## src/sv/rhmw_pkg.sv

```systemverilog
package rhmw_pkg;

  localparam int CFG_IDX_W = 3;
  localparam int CFG_DATA_W = 7;
  localparam int COORD_W = 6;
  localparam int SIZE_W = 7;
  localparam int SIZE_LIMIT = 64;

  localparam logic [CFG_IDX_W-1:0] CFG_GRID_WIDTH  = 3'd0;
  localparam logic [CFG_IDX_W-1:0] CFG_GRID_HEIGHT = 3'd1;
  localparam logic [CFG_IDX_W-1:0] CFG_START_COL   = 3'd2;
  localparam logic [CFG_IDX_W-1:0] CFG_START_ROW   = 3'd3;
  localparam logic [CFG_IDX_W-1:0] CFG_GOAL_COL    = 3'd4;
  localparam logic [CFG_IDX_W-1:0] CFG_GOAL_ROW    = 3'd5;

  localparam logic [1:0] ACT_LOAD    = 2'd0;
  localparam logic [1:0] ACT_RESTART = 2'd1;
  localparam logic [1:0] ACT_STEP    = 2'd2;

  typedef enum logic [1:0] {
    HEAD_UP,
    HEAD_DOWN,
    HEAD_LEFT,
    HEAD_RIGHT
  } heading_t;

  typedef enum logic [1:0] {
    PROBE_RIGHT,
    PROBE_AHEAD,
    PROBE_LEFT
  } probe_sel_t;

  typedef enum logic [2:0] {
    ST_IDLE,
    ST_TEST_R,
    ST_TEST_A,
    ST_TEST_L,
    ST_REPLY
  } state_t;

  typedef struct packed {
    logic       load_cell;
    logic       restart;
    logic       clr_moved;
    probe_sel_t probe_sel;
    logic       set_head;
    logic       move;
    logic       load_out;
  } rhmw_cmd_t;

  typedef struct packed {
    logic at_end;
    logic probe_open;
  } rhmw_stat_t;

  function automatic heading_t turn_right(heading_t h);
    heading_t r;
    unique case (h)
      HEAD_UP:    r = HEAD_RIGHT;
      HEAD_DOWN:  r = HEAD_LEFT;
      HEAD_LEFT:  r = HEAD_UP;
      HEAD_RIGHT: r = HEAD_DOWN;
      default:    r = HEAD_RIGHT;
    endcase
    return r;
  endfunction

  function automatic heading_t turn_left(heading_t h);
    heading_t r;
    unique case (h)
      HEAD_UP:    r = HEAD_LEFT;
      HEAD_DOWN:  r = HEAD_RIGHT;
      HEAD_LEFT:  r = HEAD_DOWN;
      HEAD_RIGHT: r = HEAD_UP;
      default:    r = HEAD_LEFT;
    endcase
    return r;
  endfunction

endpackage

```

## src/sv/rhmw_ctrl.sv

```systemverilog
module rhmw_ctrl import rhmw_pkg::*; (
  input  logic       clk,
  input  logic       rst,
  input  logic       in_valid,
  input  logic [1:0] action,
  output logic       in_ready,
  output logic       out_valid,
  input  logic       out_ready,
  input  rhmw_stat_t stat,
  output rhmw_cmd_t  cmd
);

  state_t state, state_next;
  logic   out_free;

  assign out_free = !out_valid || out_ready;

  always_ff @(posedge clk) begin
    if (rst) state <= ST_IDLE;
    else state <= state_next;
  end

  always_comb begin
    state_next = state;
    unique case (state)
      ST_IDLE: begin
        if (in_valid && action == ACT_STEP) begin
          state_next = stat.at_end ? ST_REPLY : ST_TEST_R;
        end
      end
      ST_TEST_R: state_next = stat.probe_open ? ST_REPLY : ST_TEST_A;
      ST_TEST_A: state_next = stat.probe_open ? ST_REPLY : ST_TEST_L;
      ST_TEST_L: state_next = ST_REPLY;
      ST_REPLY:  if (out_free) state_next = ST_IDLE;
      default:   state_next = ST_IDLE;
    endcase
  end

  always_comb begin
    cmd = '0;
    cmd.probe_sel = PROBE_RIGHT;
    in_ready = 1'b0;
    unique case (state)
      ST_IDLE: begin
        in_ready      = 1'b1;
        cmd.load_cell = in_valid && action == ACT_LOAD;
        cmd.restart   = in_valid && action == ACT_RESTART;
        cmd.clr_moved = in_valid && action == ACT_STEP;
      end
      ST_TEST_R: begin
        cmd.probe_sel = PROBE_AHEAD;
        cmd.set_head  = stat.probe_open;
        cmd.move      = stat.probe_open;
      end
      ST_TEST_A: begin
        cmd.probe_sel = PROBE_LEFT;
        cmd.move      = stat.probe_open;
      end
      ST_TEST_L: begin
        cmd.set_head = 1'b1;
        cmd.move     = stat.probe_open;
      end
      ST_REPLY: cmd.load_out = out_free;
      default: ;
    endcase
  end

  always_ff @(posedge clk) begin
    if (rst) out_valid <= 1'b0;
    else if (cmd.load_out) out_valid <= 1'b1;
    else if (out_ready) out_valid <= 1'b0;
  end

  a_no_overwrite: assert property (@(posedge clk) disable iff (rst)
    cmd.load_out |-> (!out_valid || out_ready))
    else $error("pending result overwritten");

  a_move_then_reply: assert property (@(posedge clk) disable iff (rst)
    cmd.move |=> state == ST_REPLY)
    else $error("move not followed by reply");

  a_left_after_ahead: assert property (@(posedge clk) disable iff (rst)
    state == ST_TEST_L |-> $past(state) == ST_TEST_A)
    else $error("left probe out of order");

  a_reply_sets_valid: assert property (@(posedge clk) disable iff (rst)
    (state == ST_REPLY && out_free) |=> (out_valid && state == ST_IDLE))
    else $error("reply lost");

endmodule

```

## config.mk

```make
export PLATFORM = sky130hd
export DESIGN_NAME = rhmw_ctrl
export DESIGN_NICKNAME = d
export VERILOG_FILES = /design/src/sv/rhmw_pkg.sv /design/src/sv/rhmw_ctrl.sv
export SDC_FILE = /design/constraint.sdc
export NUM_CORES = 1
export LEC_CHECK = 0
export ABC_AREA = 1
export BUFFER_PORTS_ARGS = -buffer_cell sky130_fd_sc_hd__buf_2
export CAP_MARGIN = 15
export CELL_PAD_IN_SITES_DETAIL_PLACEMENT = 1
export CELL_PAD_IN_SITES_GLOBAL_PLACEMENT = 2
export CORE_MARGIN = 5
export CORE_UTILIZATION = 18
export DETAILED_ROUTE_END_ITERATION = 16
export PLACE_DENSITY = 0.78
export SLEW_MARGIN = 0
export SYNTH_ARGS = -nofsm -noshare
export SYNTH_HDL_FRONTEND = slang
export SYNTH_SLANG_ARGS = --single-unit
```

## constraint.sdc

```tcl
create_clock -name clk -period 1 [get_ports clk]
set_input_delay 0.05 -clock clk [delete_from_list [all_inputs] [get_ports clk]]
set_output_delay 0.05 -clock clk [all_outputs]
set_load 0.05 [all_outputs]
```

==> results.ini <==
[status]
outcome = finished with violations
violations = negative setup slack

[clocking]
cts_tree = done
clkTransAtPathRegs_ns = 0.04
clockBufferDepth = 2
cts_root_buffer = clkbuf_4
cts.sinks = 4
cts_buffers = 3
htreeDepth = 1
clk_latency_ns = 0.23

[pwr]
power_mw = 0.677
power.density_nw_per_um2 = 953
p_leak_nw = 0.334
worst_ir_drop_vdd_mv = 0.629

[route]
wl_per_cell_um = 11.9
vias = 427
finalWirelength_um = 1180
drtIter0Drc = 1
drc = 0
viasPerCell = 4.31
drt_pass1_iterations = 2
postRouteAntennaNets = 0

[hold_path]
min_path_type = in -> reg

[yosys]
ys_types = 13
ys_ff_latch = 4
synthSimpleGateAreaFrac_pct = 52.5
synth.area.mux_share_pct = 0
synth_fp_nets = 57
netlist_instances = 49
ys_top_cells_by_area = dfxtp_1, nand2_1, nor2_4, inv_1, nor2_1
synthAdderAreaFrac_pct = 0
synth_area_um2 = 298
synth-xor-area-share_pct = 0
synth_top_area_share_pct = 26.9
avgSynthCellArea_um2 = 6.08
yosysTopAreaCell = dfxtp_1
ys_warn_count = 0
synth_top_family_by_area = simple AND/OR/NAND/NOR gates
synth_compound_area_share_pct = 6.72
seq_area_frac_synth_pct = 26.9

[global_route]
grt_overflow = 0
grt_use_total_pct = 10.4
grt_max_degree = 6
grt_pass1_wl_um = 2070
antenna_found_initial = 0
grt_pass1_vias = 468

[worst_setup_path]
path_cells = nor2_4, nand2_4, clkinvlp_4, nand2_2, nor2_4, buf_6
slowest_stage = dfxtp_2
cp-start-kind = flop
path_class = reg -> out
cp.required_ns = 0.95
crit_top_cell = nor2_4
critPathMaxStageDelay_ns = 0.33
cp_top_family = simple AND/OR/NAND/NOR gates
critPathArrivalTime_ns = 1.20
crit_path_end_kind = output pin
cp_max_fo = 4
cp.buffers_inverters = 2

[timing]
drv_slew = 0
hold_viol = 0
fin_setup_tns_ns = -2.31
setup_viol = 13
clock.fmax_mhz = 799
rsz0062_at_grt = yes
finalWorstSetupSlack_ns = -0.251
slew_headroom_pct = 83.6
finalCritPeriodShare_pct = 125
worst_slew_pin_slew_ns = 0.248
period_needed_ns = 1.25
fin_skew_ns = 0.00589

[floorplan]
coreArea_um2 = 1540
die_w_um = 50.7
rows = 14
ioPinCount = 18
die_h_um = 50.7
initial_core_util_pct = 19.3
fp.dieArea_um2 = 2570

[place]
post-dp-hpwl_um = 844
pre_cts_ws_ns = -0.125
globalplace.congestion = 0.718
port_buffers = 17

[layout]
fin_nets = 93
final_layout_size_suffix_gt1_share_pct = 75.9
fillCellCount = 192
diodes = 0
register_area_um2 = 90.1
areaGrowthSynthToFinish_pct = 139
layout_commonest_cell = buf_4
multiInputGateArea_um2 = 269
final_cell_mix = buf_4, buf_2, nand2_1, buf_6

[flow_run]
drv_cap = 0

[power breakdown]
| group | total [mW] | switching, mW | internal, mW |
|---|---|---|---|
| clock | 0.204 | 0.0690 | 0.135 |
| sequential | 0.171 | 0.00729 | 0.164 |
| combinational | 0.302 | 0.177 | 0.125 |
[Yosys cell counts]
master / number
a21oi_1: 3
nor2_1: 6
nand2_1: 11
o21ai_1: 1
nor2_4: 3
nand2_2: 2
nor3_1: 3
nor3_2: 1
inv_2: 3
nand3_1: 3
dfxtp_1: 4
nor2_2: 1
inv_1: 8
[logic make-up after synthesis]
group                  after synthesis
buffers and inverters               11
DFF                                  4
and+or+nand+nor                     30
AOI/OAI and AO/OA                    4
[sequential cells by signal (all words and copies together) (netlist names)]
register	cells
state	3
out_valid	1
[worst paths after layout]
path	slack (ns)	endpoint	startpoint	cells past startpoint
setup reg to reg	-0.23	state[0]$_SDFFE_PP0P_	state[1]$_SDFFE_PP0P_	7
hold / removal	0.02	state[1]$_SDFFE_PP0P_	rst	2
setup / recovery	-0.25	cmd[6]	state[1]$_SDFFE_PP0P_	6
hold reg to reg	0.53	out_valid$_SDFFE_PP0P_	out_valid$_SDFFE_PP0P_	2
[through the flow]
step | hold slack (ns) | area (um2) | util, % | std cells
floorplan | 0.112 | 365 | - | 49
global placement | 0.258 | 523 | 33.9 | 89
detailed placement | 0.261 | 523 | 33.9 | 89
CTS | 0.0166 | 659 | 42.8 | 97
global route | 0.0390 | 711 | 46.1 | 99
finish | 0.0217 | 711 | 46.1 | 99
[layout make-up]
type / instances / area share [%]
multi-input combinational: 34 / 37.9
timing repair buffer: 31 / 36.8
sequential: 4 / 12.7
inverter: 11 / 6.69
clock buffer: 3 / 3.17
tap: 16 / 2.82
[worst reg2reg max path: stages (launching register included)]
cell	delay [ns]
dfxtp_2	0.33
nor2_4	0.15
nand2_4	0.10
buf_4	0.15
buf_4	0.14
o21ai_2	0.13
nand2_2	0.06
nor2_2	0.10
[repair_timing]
item | in CTS | in global routing
hold endpoints to repair | 0 | 0
hold buffers | 0 | 0
pin swaps | 6 | 5
setup endpoints to repair | 11 | 13
setup buffers | 5 | 2
resized for setup | 24 | 12
[metal layers]
layer / up-vias / global-route usage [%] / part of all wire (%)
met5: - / 0 / 0
met4: 0 / 3.83 / 0
met3: 0 / 3.25 / 3.0
met2: 6 / 17.1 / 55
met1: 202 / 12.6 / 42
li1: 219 / - / -
(Power assumes the default switching activity.)
